===== config.mk =====
export PLATFORM = sky130hd
export DESIGN_NAME = masked_byte_pattern_scanner_core_flat
export DESIGN_NICKNAME = d
export VERILOG_FILES = /design/src/mbps_pkg.sv /design/src/mbps_if.sv /design/src/mbps_front.sv /design/src/mbps_queue.sv /design/src/mbps_back.sv /design/src/masked_byte_pattern_scanner_core.sv /design/src/flat_wrapper.sv
export VERILOG_INCLUDE_DIRS = /design/src /design/src/src
export SDC_FILE = /design/constraint.sdc
export NUM_CORES = 2
export LEC_CHECK = 0
export BUFFER_PORTS_ARGS = -buffer_cell sky130_fd_sc_hd__buf_2
export CORE_ASPECT_RATIO = 0.8
export CORE_MARGIN = 5
export CORE_UTILIZATION = 40
export DETAILED_ROUTE_END_ITERATION = 8
export PLACE_DENSITY_LB_ADDON = 0.3
export SLEW_MARGIN = 10
export SYNTH_ARGS = -nofsm -noshare
export SYNTH_HDL_FRONTEND = slang
export SYNTH_SLANG_ARGS = --single-unit

===== constraint.sdc =====
create_clock -name clock -period 12.4 [get_ports clock]
set_clock_uncertainty 0.2 [all_clocks]
set_input_delay 1.24 -clock clock [delete_from_list [all_inputs] [get_ports clock]]
set_output_delay 1.24 -clock clock [all_outputs]
set_load 0.1 [all_outputs]

===== src/masked_byte_pattern_scanner_core_defines.svh =====
// assertion macros shared by the scanner modules
// no dependencies; included by the files that carry assertions
`ifndef MASKED_BYTE_PATTERN_SCANNER_CORE_DEFINES_SVH
`define MASKED_BYTE_PATTERN_SCANNER_CORE_DEFINES_SVH

// same-cycle implication, disabled during reset
`define MBPS_ASSERT_NOW(label, clk, rst, ante, cons, msg) \
   label: assert property (@(posedge clk) disable iff (rst) (ante) |-> (cons)) \
      else $error(msg);

// next-cycle implication, disabled during reset
`define MBPS_ASSERT_NEXT(label, clk, rst, ante, cons, msg) \
   label: assert property (@(posedge clk) disable iff (rst) (ante) |=> (cons)) \
      else $error(msg);

`endif


===== src/mbps_pkg.sv =====
// shared types and constants of the masked byte pattern scanner
// no dependencies; used by the interfaces and every module
`timescale 1ns / 1ps

package mbps_pkg;

   localparam int ADDR_WIDTH        = 64;
   localparam int BYTE_WIDTH        = 8;
   localparam int WORD_WIDTH        = 32;
   localparam int PATTERN_WIDTH     = 64;
   localparam int MASK_WIDTH        = 16;
   localparam int LEN_WIDTH         = 5;
   localparam int PAT_INDEX_WIDTH   = 4;
   localparam int CSR_INDEX_WIDTH   = 3;
   localparam int CSR_DATA_WIDTH    = 64;
   localparam int MAX_PATTERN_BYTES = 16;
   localparam int QUEUE_DEPTH       = 4;
   localparam int VALUE_SPAN        = 3;
   localparam int PATTERN_LENGTH_RESET = 4;

   typedef enum logic [1:0] {
      MODE_VALUE    = 2'd0,
      MODE_FLOAT    = 2'd1,
      MODE_STRING   = 2'd2,
      MODE_WILDCARD = 2'd3
   } scan_mode_type;

   typedef enum logic [CSR_INDEX_WIDTH-1:0] {
      REG_SCAN_MODE      = 3'd0,
      REG_TARGET_WORD    = 3'd1,
      REG_PATTERN_LOW    = 3'd2,
      REG_PATTERN_HIGH   = 3'd3,
      REG_WILDCARD_MASK  = 3'd4,
      REG_PATTERN_LENGTH = 3'd5
   } reg_index_type;

   typedef struct packed {
      scan_mode_type                scan_mode;
      logic [WORD_WIDTH-1:0]        target_word;
      logic [PATTERN_WIDTH-1:0]     pattern_low;
      logic [PATTERN_WIDTH-1:0]     pattern_high;
      logic [MASK_WIDTH-1:0]        wildcard_mask;
      logic [LEN_WIDTH-1:0]         pattern_length;
   } cfg_type;

   // hit_a: string match closed by a zero byte (earlier start)
   // hit_b: any other match, reported after hit_a
   typedef struct packed {
      logic                  hit_a;
      logic                  hit_b;
      logic [ADDR_WIDTH-1:0] addr_a;
      logic [ADDR_WIDTH-1:0] addr_b;
   } match_entry_type;

endpackage


===== src/mbps_if.sv =====
// valid/ready channel interfaces of the scanner: byte input, match output, csr writes
// depends on mbps_pkg for field widths
`timescale 1ns / 1ps

interface mbps_req_if;
   logic                                valid;
   logic                                ready;
   logic [mbps_pkg::BYTE_WIDTH-1:0]     data_byte;
   logic [mbps_pkg::ADDR_WIDTH-1:0]     byte_address;
   logic                                region_end;

   modport source (output valid, data_byte, byte_address, region_end, input ready);
   modport sink   (input valid, data_byte, byte_address, region_end, output ready);
endinterface

interface mbps_rsp_if;
   logic                                valid;
   logic                                ready;
   logic [mbps_pkg::ADDR_WIDTH-1:0]     match_address;
   logic                                last_result;

   modport source (output valid, match_address, last_result, input ready);
   modport sink   (input valid, match_address, last_result, output ready);
endinterface

interface mbps_csr_if;
   logic                                   valid;
   logic                                   ready;
   logic [mbps_pkg::CSR_INDEX_WIDTH-1:0]   index;
   logic [mbps_pkg::CSR_DATA_WIDTH-1:0]    write_data;

   modport source (output valid, index, write_data, input ready);
   modport sink   (input valid, index, write_data, output ready);
endinterface


===== src/mbps_front.sv =====
// front end: takes one byte a beat, shifts the window and finds the matches ending there
// depends on mbps_pkg and mbps_req_if; feeds match entries into mbps_queue
`timescale 1ns / 1ps

module mbps_front #(
   parameter int MAX_PATTERN_BYTES = mbps_pkg::MAX_PATTERN_BYTES
) (
   input  logic                      clock,
   input  logic                      reset,
   input  mbps_pkg::cfg_type         cfg,
   mbps_req_if.sink                  req_bus,
   input  logic                      q_full,
   output logic                      push_valid,
   output mbps_pkg::match_entry_type push_entry
);

   localparam int LW  = mbps_pkg::LEN_WIDTH;
   localparam int BW  = mbps_pkg::BYTE_WIDTH;
   localparam int PIW = mbps_pkg::PAT_INDEX_WIDTH;
   localparam int AW  = mbps_pkg::ADDR_WIDTH;
   localparam int WIN_DEPTH = MAX_PATTERN_BYTES + 1;
   localparam int HW  = $clog2(WIN_DEPTH + 1);
   localparam int CW  = LW + 1;

   function automatic logic float_equal(input logic [31:0] a, input logic [31:0] b);
      logic a_nan;
      logic b_nan;
      a_nan = (a[30:23] == 8'hFF) && (a[22:0] != 23'd0);
      b_nan = (b[30:23] == 8'hFF) && (b[22:0] != 23'd0);
      if (a_nan || b_nan) begin
         return 1'b0;
      end
      if ((a[30:0] == 31'd0) && (b[30:0] == 31'd0)) begin
         return 1'b1;
      end
      return a == b;
   endfunction

   logic [BW-1:0] window_ff [MAX_PATTERN_BYTES];
   logic [BW-1:0] window_in [MAX_PATTERN_BYTES];
   logic [HW-1:0] held_ff;
   logic [HW-1:0] held_in;

   logic [BW-1:0]  win [WIN_DEPTH];
   logic [LW-1:0]  len;
   logic [127:0]   pat_all;
   logic [PIW-1:0] pidx [MAX_PATTERN_BYTES];
   logic [BW-1:0]  apat [MAX_PATTERN_BYTES];
   logic           wild_al [MAX_PATTERN_BYTES];
   logic           used [MAX_PATTERN_BYTES];
   logic           cmp_end;
   logic           cmp_prev;
   logic           match_end;
   logic           match_prev;
   logic [31:0]    word;
   logic           word_hit;
   logic           use_wild;
   logic [LW-1:0]  off_b;
   logic           accept;
   logic           hit_a;
   logic           hit_b;

   assign accept        = req_bus.valid && req_bus.ready;
   assign req_bus.ready = !q_full;
   assign pat_all       = {cfg.pattern_high, cfg.pattern_low};
   assign use_wild      = (cfg.scan_mode == mbps_pkg::MODE_WILDCARD);

   assign len = (cfg.pattern_length > LW'(MAX_PATTERN_BYTES)) ? LW'(MAX_PATTERN_BYTES)
                                                              : cfg.pattern_length;

   // window as seen after this beat's shift, entry 0 newest
   always_comb begin
      win[0] = req_bus.data_byte;
      for (int k = 1; k < WIN_DEPTH; k++) begin
         win[k] = window_ff[k-1];
      end
   end

   assign held_in = (held_ff < HW'(WIN_DEPTH)) ? held_ff + HW'(1) : held_ff;

   // pattern reversed so that aligned byte j lines up with window entry j (or j+1)
   always_comb begin
      for (int j = 0; j < MAX_PATTERN_BYTES; j++) begin
         used[j]    = (LW'(j) < len);
         pidx[j]    = PIW'(len - LW'(1) - LW'(j));
         apat[j]    = pat_all[pidx[j]*BW +: BW];
         wild_al[j] = cfg.wildcard_mask[pidx[j]];
      end
   end

   always_comb begin
      cmp_end  = 1'b1;
      cmp_prev = 1'b1;
      for (int j = 0; j < MAX_PATTERN_BYTES; j++) begin
         if (used[j] && !(use_wild && wild_al[j]) && (win[j] != apat[j])) begin
            cmp_end = 1'b0;
         end
         if (used[j] && (win[j+1] != apat[j])) begin
            cmp_prev = 1'b0;
         end
      end
   end

   assign match_end  = cmp_end && (len != '0) && (CW'(len) <= CW'(held_in));
   assign match_prev = cmp_prev && (len != '0) && (CW'(len) + CW'(1) <= CW'(held_in));

   assign word     = {win[0], win[1], win[2], win[3]};
   assign word_hit = (held_in >= HW'(4)) &&
                     ((cfg.scan_mode == mbps_pkg::MODE_VALUE) ? (word == cfg.target_word)
                                                              : float_equal(word, cfg.target_word));

   always_comb begin
      hit_a = 1'b0;
      hit_b = 1'b0;
      off_b = len - LW'(1);
      unique case (cfg.scan_mode) inside
         mbps_pkg::MODE_VALUE, mbps_pkg::MODE_FLOAT: begin
            hit_b = word_hit;
            off_b = LW'(mbps_pkg::VALUE_SPAN);
         end
         mbps_pkg::MODE_STRING: begin
            hit_a = (win[0] == '0) && match_prev;
            hit_b = req_bus.region_end && match_end;
         end
         mbps_pkg::MODE_WILDCARD: begin
            hit_b = match_end;
         end
         default: begin
            hit_b = 1'b0;
         end
      endcase
   end

   assign push_valid        = accept && (hit_a || hit_b);
   assign push_entry.hit_a  = hit_a;
   assign push_entry.hit_b  = hit_b;
   assign push_entry.addr_a = req_bus.byte_address - AW'(len);
   assign push_entry.addr_b = req_bus.byte_address - AW'(off_b);

   always_comb begin
      for (int k = 0; k < MAX_PATTERN_BYTES; k++) begin
         window_in[k] = win[k];
      end
   end

   // window contents need no reset: held_ff gates every compare
   always_ff @(posedge clock) begin
      if (accept) begin
         window_ff <= window_in;
      end
   end

   always_ff @(posedge clock) begin
      if (reset) begin
         held_ff <= '0;
      end else if (accept) begin
         held_ff <= req_bus.region_end ? '0 : held_in;
      end
   end

endmodule


===== src/mbps_queue.sv =====
// short fifo of match entries between the front end and the result stage
// depends on mbps_pkg and the assertion macros header
`timescale 1ns / 1ps
`include "masked_byte_pattern_scanner_core_defines.svh"

module mbps_queue #(
   parameter int DEPTH = mbps_pkg::QUEUE_DEPTH
) (
   input  logic                      clock,
   input  logic                      reset,
   input  logic                      push_valid,
   input  mbps_pkg::match_entry_type push_entry,
   output logic                      full,
   output logic                      head_valid,
   output mbps_pkg::match_entry_type head_entry,
   input  logic                      pop
);

   localparam int PW = $clog2(DEPTH);
   localparam int NW = $clog2(DEPTH + 1);

   mbps_pkg::match_entry_type mem_ff [DEPTH];
   logic [PW-1:0] wr_ptr_ff;
   logic [PW-1:0] wr_ptr_in;
   logic [PW-1:0] rd_ptr_ff;
   logic [PW-1:0] rd_ptr_in;
   logic [NW-1:0] count_ff;
   logic [NW-1:0] count_in;
   logic          do_push;
   logic          do_pop;

   assign full       = (count_ff == NW'(DEPTH));
   assign head_valid = (count_ff != '0);
   assign head_entry = mem_ff[rd_ptr_ff];
   assign do_push    = push_valid && !full;
   assign do_pop     = pop && head_valid;

   assign wr_ptr_in = (wr_ptr_ff == PW'(DEPTH - 1)) ? '0 : wr_ptr_ff + PW'(1);
   assign rd_ptr_in = (rd_ptr_ff == PW'(DEPTH - 1)) ? '0 : rd_ptr_ff + PW'(1);

   always_comb begin
      count_in = count_ff;
      if (do_push && !do_pop) begin
         count_in = count_ff + NW'(1);
      end else if (do_pop && !do_push) begin
         count_in = count_ff - NW'(1);
      end
   end

   always_ff @(posedge clock) begin
      if (do_push) begin
         mem_ff[wr_ptr_ff] <= push_entry;
      end
   end

   always_ff @(posedge clock) begin
      if (reset) begin
         wr_ptr_ff <= '0;
         rd_ptr_ff <= '0;
         count_ff  <= '0;
      end else begin
         if (do_push) begin
            wr_ptr_ff <= wr_ptr_in;
         end
         if (do_pop) begin
            rd_ptr_ff <= rd_ptr_in;
         end
         count_ff <= count_in;
      end
   end

   `MBPS_ASSERT_NOW(a_count_bound, clock, reset, 1'b1, count_ff <= NW'(DEPTH), "queue count over depth")
   `MBPS_ASSERT_NOW(a_pop_nonempty, clock, reset, pop, head_valid, "pop from empty queue")
   `MBPS_ASSERT_NEXT(a_head_holds, clock, reset, head_valid && !pop, $stable(head_entry), "queue head changed")

endmodule


===== src/mbps_back.sv =====
// result stage: turns queued match entries into result beats, one or two per entry
// depends on mbps_pkg, mbps_rsp_if and the assertion macros header
`timescale 1ns / 1ps
`include "masked_byte_pattern_scanner_core_defines.svh"

module mbps_back (
   input  logic                      clock,
   input  logic                      reset,
   input  logic                      q_valid,
   input  mbps_pkg::match_entry_type q_entry,
   output logic                      q_pop,
   mbps_rsp_if.source                rsp_bus
);

   localparam int AW = mbps_pkg::ADDR_WIDTH;

   logic          out_valid_ff;
   logic          out_valid_in;
   logic [AW-1:0] out_addr_ff;
   logic [AW-1:0] out_addr_in;
   logic          out_last_ff;
   logic          out_last_in;
   logic          pend_valid_ff;
   logic          pend_valid_in;
   logic [AW-1:0] pend_addr_ff;
   logic [AW-1:0] pend_addr_in;
   logic          can_load;

   assign can_load = !out_valid_ff || rsp_bus.ready;
   assign q_pop    = can_load && !pend_valid_ff && q_valid;

   always_comb begin
      out_valid_in  = out_valid_ff;
      out_addr_in   = out_addr_ff;
      out_last_in   = out_last_ff;
      pend_valid_in = pend_valid_ff;
      pend_addr_in  = pend_addr_ff;
      if (can_load) begin
         if (pend_valid_ff) begin
            // second result of a two-match beat
            out_valid_in  = 1'b1;
            out_addr_in   = pend_addr_ff;
            out_last_in   = 1'b1;
            pend_valid_in = 1'b0;
         end else if (q_valid) begin
            out_valid_in = 1'b1;
            if (q_entry.hit_a && q_entry.hit_b) begin
               out_addr_in   = q_entry.addr_a;
               out_last_in   = 1'b0;
               pend_valid_in = 1'b1;
               pend_addr_in  = q_entry.addr_b;
            end else begin
               out_addr_in = q_entry.hit_a ? q_entry.addr_a : q_entry.addr_b;
               out_last_in = 1'b1;
            end
         end else begin
            out_valid_in = 1'b0;
         end
      end
   end

   always_ff @(posedge clock) begin
      if (reset) begin
         out_valid_ff  <= 1'b0;
         pend_valid_ff <= 1'b0;
      end else begin
         out_valid_ff  <= out_valid_in;
         pend_valid_ff <= pend_valid_in;
      end
      out_addr_ff  <= out_addr_in;
      out_last_ff  <= out_last_in;
      pend_addr_ff <= pend_addr_in;
   end

   assign rsp_bus.valid         = out_valid_ff;
   assign rsp_bus.match_address = out_addr_ff;
   assign rsp_bus.last_result   = out_last_ff;

   `MBPS_ASSERT_NOW(a_pend_behind_first, clock, reset, pend_valid_ff, out_valid_ff && !out_last_ff, "pending result without first")
   `MBPS_ASSERT_NEXT(a_second_follows, clock, reset, out_valid_ff && rsp_bus.ready && !out_last_ff, out_valid_ff && out_last_ff, "second result missing")
   `MBPS_ASSERT_NOW(a_pop_when_free, clock, reset, q_pop, q_valid && !pend_valid_ff, "entry taken while busy")

endmodule


===== src/masked_byte_pattern_scanner_core.sv =====
// Masked byte pattern scanner: takes one memory byte per beat and reports the start address
// of each match that the byte closes, in value, float, string or wildcard pattern mode.
// A byte is accepted every cycle while the four-entry match queue has room; the window
// compare is fully parallel, so bytes stream in at one byte per cycle until the queue fills. Results
// leave one per cycle while the receiver is ready, from a registered output stage; a byte
// that ends two string matches takes two output beats, which the match queue absorbs.
// Configuration writes are taken every cycle and must only be issued while the block is idle.
`timescale 1ns / 1ps

module masked_byte_pattern_scanner_core #(
   parameter int MAX_PATTERN_BYTES = mbps_pkg::MAX_PATTERN_BYTES,
   parameter int QUEUE_DEPTH       = mbps_pkg::QUEUE_DEPTH
) (
   input  logic       clock,
   input  logic       reset,
   mbps_req_if.sink   req_bus,
   mbps_rsp_if.source rsp_bus,
   mbps_csr_if.sink   csr_bus
);

   mbps_pkg::cfg_type         cfg_ff;
   mbps_pkg::cfg_type         cfg_in;
   logic                      push_valid;
   mbps_pkg::match_entry_type push_entry;
   logic                      q_full;
   logic                      q_valid;
   mbps_pkg::match_entry_type q_entry;
   logic                      q_pop;

   assign csr_bus.ready = 1'b1;

   always_comb begin
      cfg_in = cfg_ff;
      if (csr_bus.valid) begin
         unique case (csr_bus.index)
            mbps_pkg::REG_SCAN_MODE: begin
               cfg_in.scan_mode = mbps_pkg::scan_mode_type'(csr_bus.write_data[1:0]);
            end
            mbps_pkg::REG_TARGET_WORD: begin
               cfg_in.target_word = csr_bus.write_data[mbps_pkg::WORD_WIDTH-1:0];
            end
            mbps_pkg::REG_PATTERN_LOW: begin
               cfg_in.pattern_low = csr_bus.write_data;
            end
            mbps_pkg::REG_PATTERN_HIGH: begin
               cfg_in.pattern_high = csr_bus.write_data;
            end
            mbps_pkg::REG_WILDCARD_MASK: begin
               cfg_in.wildcard_mask = csr_bus.write_data[mbps_pkg::MASK_WIDTH-1:0];
            end
            mbps_pkg::REG_PATTERN_LENGTH: begin
               cfg_in.pattern_length = csr_bus.write_data[mbps_pkg::LEN_WIDTH-1:0];
            end
            default: begin
               cfg_in = cfg_ff;
            end
         endcase
      end
   end

   always_ff @(posedge clock) begin
      if (reset) begin
         cfg_ff.scan_mode      <= mbps_pkg::MODE_VALUE;
         cfg_ff.target_word    <= '0;
         cfg_ff.pattern_low    <= '0;
         cfg_ff.pattern_high   <= '0;
         cfg_ff.wildcard_mask  <= '0;
         cfg_ff.pattern_length <= mbps_pkg::LEN_WIDTH'(mbps_pkg::PATTERN_LENGTH_RESET);
      end else begin
         cfg_ff <= cfg_in;
      end
   end

   mbps_front #(
      .MAX_PATTERN_BYTES(MAX_PATTERN_BYTES)
   ) u_front (
      .clock      (clock),
      .reset      (reset),
      .cfg        (cfg_ff),
      .req_bus    (req_bus),
      .q_full     (q_full),
      .push_valid (push_valid),
      .push_entry (push_entry)
   );

   mbps_queue #(
      .DEPTH(QUEUE_DEPTH)
   ) u_queue (
      .clock      (clock),
      .reset      (reset),
      .push_valid (push_valid),
      .push_entry (push_entry),
      .full       (q_full),
      .head_valid (q_valid),
      .head_entry (q_entry),
      .pop        (q_pop)
   );

   mbps_back u_back (
      .clock   (clock),
      .reset   (reset),
      .q_valid (q_valid),
      .q_entry (q_entry),
      .q_pop   (q_pop),
      .rsp_bus (rsp_bus)
   );

endmodule

===== src/flat_wrapper.sv =====
// flat-port wrapper written by rule: the top's interface ports become plain ports
module masked_byte_pattern_scanner_core_flat 
#(
   parameter int MAX_PATTERN_BYTES = mbps_pkg::MAX_PATTERN_BYTES,
   parameter int QUEUE_DEPTH       = mbps_pkg::QUEUE_DEPTH
)
  (clock, reset, req_bus_valid, req_bus_data_byte, req_bus_byte_address, req_bus_region_end, req_bus_ready, rsp_bus_valid, rsp_bus_match_address, rsp_bus_last_result, rsp_bus_ready, csr_bus_valid, csr_bus_index, csr_bus_write_data, csr_bus_ready);
  mbps_req_if req_bus_i ();
  mbps_rsp_if rsp_bus_i ();
  mbps_csr_if csr_bus_i ();
  input  logic clock;
  input  logic reset;
  input wire logic [$bits(req_bus_i.valid)-1:0] req_bus_valid;
  input wire logic [$bits(req_bus_i.data_byte)-1:0] req_bus_data_byte;
  input wire logic [$bits(req_bus_i.byte_address)-1:0] req_bus_byte_address;
  input wire logic [$bits(req_bus_i.region_end)-1:0] req_bus_region_end;
  output wire logic [$bits(req_bus_i.ready)-1:0] req_bus_ready;
  output wire logic [$bits(rsp_bus_i.valid)-1:0] rsp_bus_valid;
  output wire logic [$bits(rsp_bus_i.match_address)-1:0] rsp_bus_match_address;
  output wire logic [$bits(rsp_bus_i.last_result)-1:0] rsp_bus_last_result;
  input wire logic [$bits(rsp_bus_i.ready)-1:0] rsp_bus_ready;
  input wire logic [$bits(csr_bus_i.valid)-1:0] csr_bus_valid;
  input wire logic [$bits(csr_bus_i.index)-1:0] csr_bus_index;
  input wire logic [$bits(csr_bus_i.write_data)-1:0] csr_bus_write_data;
  output wire logic [$bits(csr_bus_i.ready)-1:0] csr_bus_ready;
  assign req_bus_i.valid = req_bus_valid;
  assign req_bus_i.data_byte = req_bus_data_byte;
  assign req_bus_i.byte_address = req_bus_byte_address;
  assign req_bus_i.region_end = req_bus_region_end;
  assign req_bus_ready = req_bus_i.ready;
  assign rsp_bus_valid = rsp_bus_i.valid;
  assign rsp_bus_match_address = rsp_bus_i.match_address;
  assign rsp_bus_last_result = rsp_bus_i.last_result;
  assign rsp_bus_i.ready = rsp_bus_ready;
  assign csr_bus_i.valid = csr_bus_valid;
  assign csr_bus_i.index = csr_bus_index;
  assign csr_bus_i.write_data = csr_bus_write_data;
  assign csr_bus_ready = csr_bus_i.ready;
  masked_byte_pattern_scanner_core #(.MAX_PATTERN_BYTES(MAX_PATTERN_BYTES), .QUEUE_DEPTH(QUEUE_DEPTH)) u_core (.clock(clock), .reset(reset), .req_bus(req_bus_i), .rsp_bus(rsp_bus_i), .csr_bus(csr_bus_i));
endmodule

* After elaboration in Yosys (flattened, before gate mapping)
Memory sizes are Yosys's and may differ from the RTL's. A register that Yosys moved wholly into a read port is not among the register bits. Index checks and enable logic that the tools add are counted.
Storage, ports and cells: bits in registers 454, RAM bits 520, bits of input ports 145, output and inout port bits 68, word-level logic and storage cells 380, memories 1
Memory list:
- u_core.u_queue.mem_ff | words 4, bits a word 130, rd ports 1, clocked after Yosys merged registers in 1, wr ports 1, line mbps_queue.sv:22 | mbps_pkg::match_entry_type mem_ff [DEPTH];
Cells by class: add/subtract/negate cells 24, magnitude comparators 37, equality and inequality tests 46, shifts and indexed selects 16, multiplexer cells 97, bitwise logic cells 1, reduce and logical (&&, ||, !) cells 127
Operator list (number):
- 128-bit by 8-bit indexed part select with 8-bit output | 16
- 64-bit 2-to-1 mux | 4
- 8-bit inequality test | 32
- 64-bit by 5-bit subtractor with 64-bit output | 2
- 1-bit logical AND | 83
- 4-bit by 5-bit less-than comparator with 1-bit output, second input constant | 16
- 1-bit 2-to-1 mux | 66
- 1-bit binary-select mux with 4-bit select | 16
- 31-bit zero test | 2
- 23-bit nonzero test | 2
- 4-bit by 5-bit less-than comparator with 1-bit output, first input constant | 8
- 32-bit == test | 1
- 4-bit subtractor, second input constant | 8
- 1-bit zero test | 21
- 3-bit by 5-bit less-than comparator with 1-bit output, first input constant | 4
- 5-bit 2-to-1 mux | 4
- 8-bit == test, second input constant | 2
- 4-bit by 3-bit subtractor with 4-bit output, second input constant | 4
- 2-bit AND reduction | 7
- 1-bit by 5-bit less-than comparator with 1-bit output, first input constant | 2
- 2-bit by 5-bit less-than comparator with 1-bit output, first input constant | 2
- 3-bit == test, second input constant | 3
- 2-bit == test, second input constant | 4
- 8-bit zero test | 1
- 28 further kinds | 38

* Longest topological paths before layout
depth after elaboration 36, gate-level depth with buffers 34, mapped depth without buffers 24

* Modules after synthesis
Synthesis repeated with hierarchy kept, for this count alone.
Unflattened totals: cell total of the unflattened synthesis 4233, area total of the unflattened synthesis 52764.4 sq um
Modules (own cells, without submodules):
- mbps_front | instances 1, cells each 2477, area an instance 20667.3 sq um, sequential area each 3943.8 sq um
- mbps_queue | instances 1, cells each 729, area an instance 19329.8 sq um, sequential area each 15795.1 sq um
- masked_byte_pattern_scanner_core | instances 1, cells each 670, area an instance 7398.3 sq um, sequential area each 3663.5 sq um
- mbps_back | instances 1, cells each 357, area an instance 5368.9 sq um, sequential area each 3913.8 sq um

* Worst setup path after synthesis
OpenSTA, ideal clock, no wires.
path type reg2reg, start register u_core.cfg_ff[0] (netlist name), end memory u_core.u_queue.mem_ff[3][0] (netlist name) (enable), library setup time 620 ps, arrival 10973 ps, required time 11580 ps, slack 607 ps, stages on the path, launching flop included 27, path buffers 10, clock period less this slack 11793 ps, cells stage by stage dfxtp_1 nor2b_1 buf_6 inv_4 buf_6 buf_6 buf_6 buf_2 buf_6 ha_1 xnor2_4 inv_2 buf_2 buf_2 buf_2 ha_1 a21boi_4 xnor2_4 buf_2 mux2i_1 xor2_1 nand4_1 o31ai_1 nand4_1 nor4_1 o31ai_1 nor2_1
On the way: word-level cells in the longest chain between the ends 34, elaborated cells on any way between the ends 243, those cells by class add/sub: 17; order compare: 19; eq/ne: 32; shift: 16; mux: 69; reduce/logical: 90
Ends and longest elaborated chain:
- start: declaration | line masked_byte_pattern_scanner_core.sv:21 | mbps_pkg::cfg_type cfg_ff;
- start signal: assignment | line masked_byte_pattern_scanner_core.sv:70 | cfg_ff <= cfg_in;
- 5-bit > comparator | line mbps_front.sv:68 | assign len = (cfg.pattern_length > LW'(MAX_PATTERN_BYTES)) ? LW'(MAX_PATTERN_BYTES)
- 5-bit 2-to-1 mux (*) | line mbps_front.sv:68
- branches (longest 27 deep; another with 5-bit by 1-bit subtractor with 5-bit output)
- 1-bit logical OR (*) | line mbps_front.sv:134 | assign push_valid = accept && (hit_a || hit_b);
- 1-bit logical AND (*) | line mbps_front.sv:134
- 1-bit logical AND (*) | line mbps_queue.sv:35 | assign do_push = push_valid && !full;
- 1-bit 2-to-1 mux (*) | line mbps_queue.sv:51 | if (do_push) begin
- 1-bit 2-to-1 mux (not written as such) (*) | line mbps_queue.sv:52 | mem_ff[wr_ptr_ff] <= push_entry;
- end: declaration | line mbps_queue.sv:22
Mark *: on every way between the ends. The select of a mux whose other input is x is not followed.

* Worst setup path after layout
start register u_core.cfg_ff[4] (netlist name), end memory u_core.u_queue.mem_ff[3][114] (netlist name) (enable)
Same word-level chain as after synthesis.

==> results.txt <==
----------------------------------------------------
[Outcome]
  Status ... complete, but fails checks
  Violations in the final reports ... DRC

[Clock network]
  CTS tree ... done
  Hold-fix buffers, CTS ... 0
  CTS Root Buffer Type ... sky130_fd_sc_hd__clkbuf_16
  Clock-pin slew on the worst setup and hold paths ... 0.06 ns
  Number of clock sinks ... just under 1,000
  Postcts setup bufs ... 0
  Number of CTS-inserted buffers ... 101
  Clock latency on the worst-skew pair ... 0.76 ns
  Clk buf depth ... 3
  CTS-repair resized insts ... 0
  Number of H-tree branching levels ... 3

[Setup path]
  Largest driver fanout on the critical path ... 42
  Critical Path RT ... 12.54 ns
  Category of the worst setup path launch point ... flip-flop
  Class of the most critical setup path ... reg -> reg
  Worst reg-to-reg setup slack ... 3.26 ns
  Path depth of the worst reg2reg path ... 19
  Crit path capture type ... flip-flop
  Launching point of the worst reg2reg path ... u_core.cfg_ff[4]
  Data arrival at the endpoint of the critical path ... 9.28 ns
  FF-to-FF End ... u_core.u_queue.mem_ff[3][114]

[Floorplanning]
  Chip Width ... ~420 µm
  Initial core utilization ... 0.402
  Area enclosed by the die boundary ... 142,000 µm²
  Number of rows created at floorplan ... 120
  Area of the core ... 134,000 µm²
  Die Height ... 338 µm
  I/O pin cnt ... 213

[Synth]
  Synthesized area ... 53,700 µm²
  Synth cell types ... 114
  Synth cell count leaders ... sky130_fd_sc_hd__edfxtp_1, sky130_fd_sc_hd__nand2_1, sky130_fd_sc_hd__a21oi_1
  Warnings, synthesis ... 0
  Synthesized flop and latch total ... roughly 980
  Count of flip-flops with a built-in enable after synthesis ... ~780
  Main flop type after synthesis ... sky130_fd_sc_hd__edfxtp_1
  Proportion of register bits with asynchronous set or reset after synthesis ... 0
  Sequential fraction of the synthesis area ... 0.509
  Mean Syn Cell Area ... 11.8 µm²
  Instance count of the mapped netlist ... roughly 4,500
  Most frequent cell after synthesis ... sky130_fd_sc_hd__edfxtp_1
  Synth top area cells ... sky130_fd_sc_hd__edfxtp_1, sky130_fd_sc_hd__mux4_2, sky130_fd_sc_hd__dfxtp_1, sky130_fd_sc_hd__mux2i_1, sky130_fd_sc_hd__nand2_1
  Synthesized netlist net count ... 4,726
  Cell type contributing the most total cell area after synthesis ... sky130_fd_sc_hd__edfxtp_1
  Fraction of post-synthesis cell area in the top cell type by area ... 0.435

[Route]
  DRT iter0 DRCs ... around 6,400
  Routed WL per cell ... 34.2 µm
  Via count of the routed design ... 42,000
  Total DRC errors in the routed layout ... 3
  Post-detailed-routing wire length ... 224,000 µm
  Per-cell via count in the routed design ... 6.42
  Number of detailed-route iterations in the first pass ... 9
  Post-detailed-route count of antenna-violating nets ... 0

[GRT]
  Antenna violations before repair ... 34
  Tot GR Track Use ... 0.307
  Residual overflow from global routing ... 0
  Wire length of the first global-routing pass ... around 300,000 µm
  Vias in the first global route ... 38,400
  Maximum number of pins on one net before global-route repair ... 131

[Worst hold path]
  Number of cells on the worst hold path ... 2
  Start point of the worst hold path ... u_core.cfg_ff[46]
  Class of the most critical hold timing path ... reg -> reg
  Endpoint with the worst hold slack ... u_core.cfg_ff[46]

[Timing]
  Final hold violation count ... 0
  Least-Margin Pin Slew ... 1.44 ns
  Final-report setup violation count ... 0
  Share of the clock period used by the worst path ... 0.737
  Setup repair after global routing missed its margin ... no
  Setup_tns ... 0 ns
  Final Slew Violations ... 0
  Post-layout min period ... 9.14 ns
  Achievable frequency ... 0.109 GHz
  Tightest slew margin relative to the limit ... 0.0376

[Finish]
  Number of filler instances in the final layout ... roughly 12,000
  Area growth from synthesis to layout ... 12.2%
  Final #Nets ... 4,855
  Share of post-route cells with drive strength above 1 ... 0.190
  Final cell count without fillers ... roughly 6,500

[Flow run]
  Number of violations of the max-capacitance limit ... 0

[Place]
  Placed Cells ... 6,334
  Detailed placer's ending HPWL ... 162,000 µm
  Final weighted congestion of routability-driven global placement ... 1.11
  I/O Buffers ... between 200 and 250

[Power]
  Power density over cell area ... 175 nW/µm²
  Highest ir drop seen on vdd ... 0.167 mV
  Leakage power figure ... ~20 nW

----------------------------------------------------
## placed cells by master, fill, tap and decap left out, types with 40 or more instances in the layout
master and count:
sky130_fd_sc_hd__a211oi_1 40, sky130_fd_sc_hd__a21oi_1 293, sky130_fd_sc_hd__buf_2 213, sky130_fd_sc_hd__buf_4 141, sky130_fd_sc_hd__clkbuf_16 101, sky130_fd_sc_hd__dfxtp_1 193, sky130_fd_sc_hd__edfxtp_1 777, sky130_fd_sc_hd__inv_1 42
sky130_fd_sc_hd__mux2_2 77, sky130_fd_sc_hd__mux2i_1 235, sky130_fd_sc_hd__mux4_2 214, sky130_fd_sc_hd__nand2_1 614, sky130_fd_sc_hd__nand3_1 50, sky130_fd_sc_hd__nand4_1 44, sky130_fd_sc_hd__nor2_1 178, sky130_fd_sc_hd__nor3_1 86
sky130_fd_sc_hd__nor4_1 70, sky130_fd_sc_hd__o21ai_0 133, sky130_fd_sc_hd__o22ai_1 72, sky130_fd_sc_hd__xnor2_1 210, sky130_fd_sc_hd__xor2_1 245
## where the power goes
| group | internal [mW] | switching, mW | leakage (nW) |
|---|---|---|---|
| Sequential | 4.08 | 0.421 | 8.75 |
| Combinational | 0.810 | 2.14 | 9.84 |
| Clock | 1.75 | 1.36 | 1.65 |
| Total | 6.64 | 3.92 | 20.2 |
## worst max-delay path, stage by stage, from the launching register on
cell                       delay, ns
sky130_fd_sc_hd__dfxtp_4        0.71
sky130_fd_sc_hd__nand2b_2       0.65
sky130_fd_sc_hd__inv_2          0.12
sky130_fd_sc_hd__ha_4           0.34
sky130_fd_sc_hd__buf_4          0.37
sky130_fd_sc_hd__or2_0          0.45
sky130_fd_sc_hd__a21oi_1        0.66
sky130_fd_sc_hd__inv_1          0.12
sky130_fd_sc_hd__ha_1           0.40
sky130_fd_sc_hd__xnor2_4        0.49
sky130_fd_sc_hd__mux4_2         0.65
sky130_fd_sc_hd__xnor2_1        0.16
sky130_fd_sc_hd__nor4_1         0.40
sky130_fd_sc_hd__a21oi_1        0.17
sky130_fd_sc_hd__o21ba_2        0.29
sky130_fd_sc_hd__o21ai_0        0.28
sky130_fd_sc_hd__nor4_1         0.48
sky130_fd_sc_hd__o31ai_2        0.25
sky130_fd_sc_hd__nor2_4         0.86
sky130_fd_sc_hd__buf_4          0.57
## kinds of logic (layout without fill, tap and decap cells)
kind of cell	count (synthesis)	count (layout)	share of synthesized area
and+or+nand+nor	1280	1280	0.113
DFF	976	976	0.509
AOI/OAI and AO/OA	864	864	0.107
muxes	530	530	0.151
xor gates and xnor gates	463	463	0.0779
buffers and inverters	383	600	0.0318
adders and majority gates	42	42	0.0102
other	1	19	0.0000699
## flip-flops by register name, summed over array words and instances, names as in the netlist, named ones only
name	cells
u_core.u_queue.mem_ff	520
u_core.cfg_ff	183
u_core.u_front.win	128
u_core.u_back.pend_addr_ff	64
u_core.u_back.rsp_bus.match_address	64
u_core.u_front.held_ff	5
u_core.u_queue.count_ff	3
u_core.u_queue.rd_ptr_ff	2
u_core.u_queue.wr_ptr_ff	2
u_core.u_back.pend_valid_ff	1
u_core.u_back.rsp_bus.last_result	1
u_core.u_back.rsp_bus.valid	1
## how the worst max path moves through the flow
stage	startpoint	endpoint	slack, ns	cells past startpoint
floorplan	u_core.cfg_ff[0]	u_core.u_queue.mem_ff[3][0]	0.61	26
global placement	u_core.cfg_ff[0]	u_core.u_queue.mem_ff[3][118]	3.52	18
detailed placement	u_core.cfg_ff[4]	u_core.u_queue.mem_ff[3][60]	3.50	19
CTS	u_core.cfg_ff[4]	u_core.u_queue.mem_ff[3][114]	3.51	19
global route	u_core.cfg_ff[0]	u_core.u_queue.mem_ff[3][114]	2.94	20
finish	u_core.cfg_ff[4]	u_core.u_queue.mem_ff[3][114]	3.26	19
## cell type report
type	instances	area, µm²	area share
multi-input combinational	3180	24800	0.412
timing repair buffer	360	2240	0.0371
sequential	976	27300	0.454
clock buffer	132	2710	0.0449
clock inverter	59	719	0.0119
tap	1769	2210	0.0367
inverter	49	189	0.00314
antenna	18	45.0	0.000748
## per-stage QoR
stage	hold WS, ns	setup WS, ns	power [mW]	area, µm²	util
after floorplan	0.224	0.607	6.54	53700	-
after global placement	0.241	3.52	7.46	56800	0.425
after detailed placement	0.248	3.50	7.48	56800	0.425
after CTS	0.256	3.51	10.6	60200	0.451
after global routing	0.271	2.94	10.9	60200	0.451
final	0.257	3.26	10.6	60300	0.451
## layer usage
layer / share of wire / global-route usage / vias to the layer above / routed length, µm
met5: 0.00073 / 0.00339 / - / 163
met4: 0.048 / 0.124 / 8 / 10700
met3: 0.14 / 0.132 / 546 / 31900
met2: 0.38 / 0.395 / 2806 / 85400
met1: 0.43 / 0.448 / 21100 / 95900
li1: - / - / 17500 / -
(Power assumes the default switching activity.)
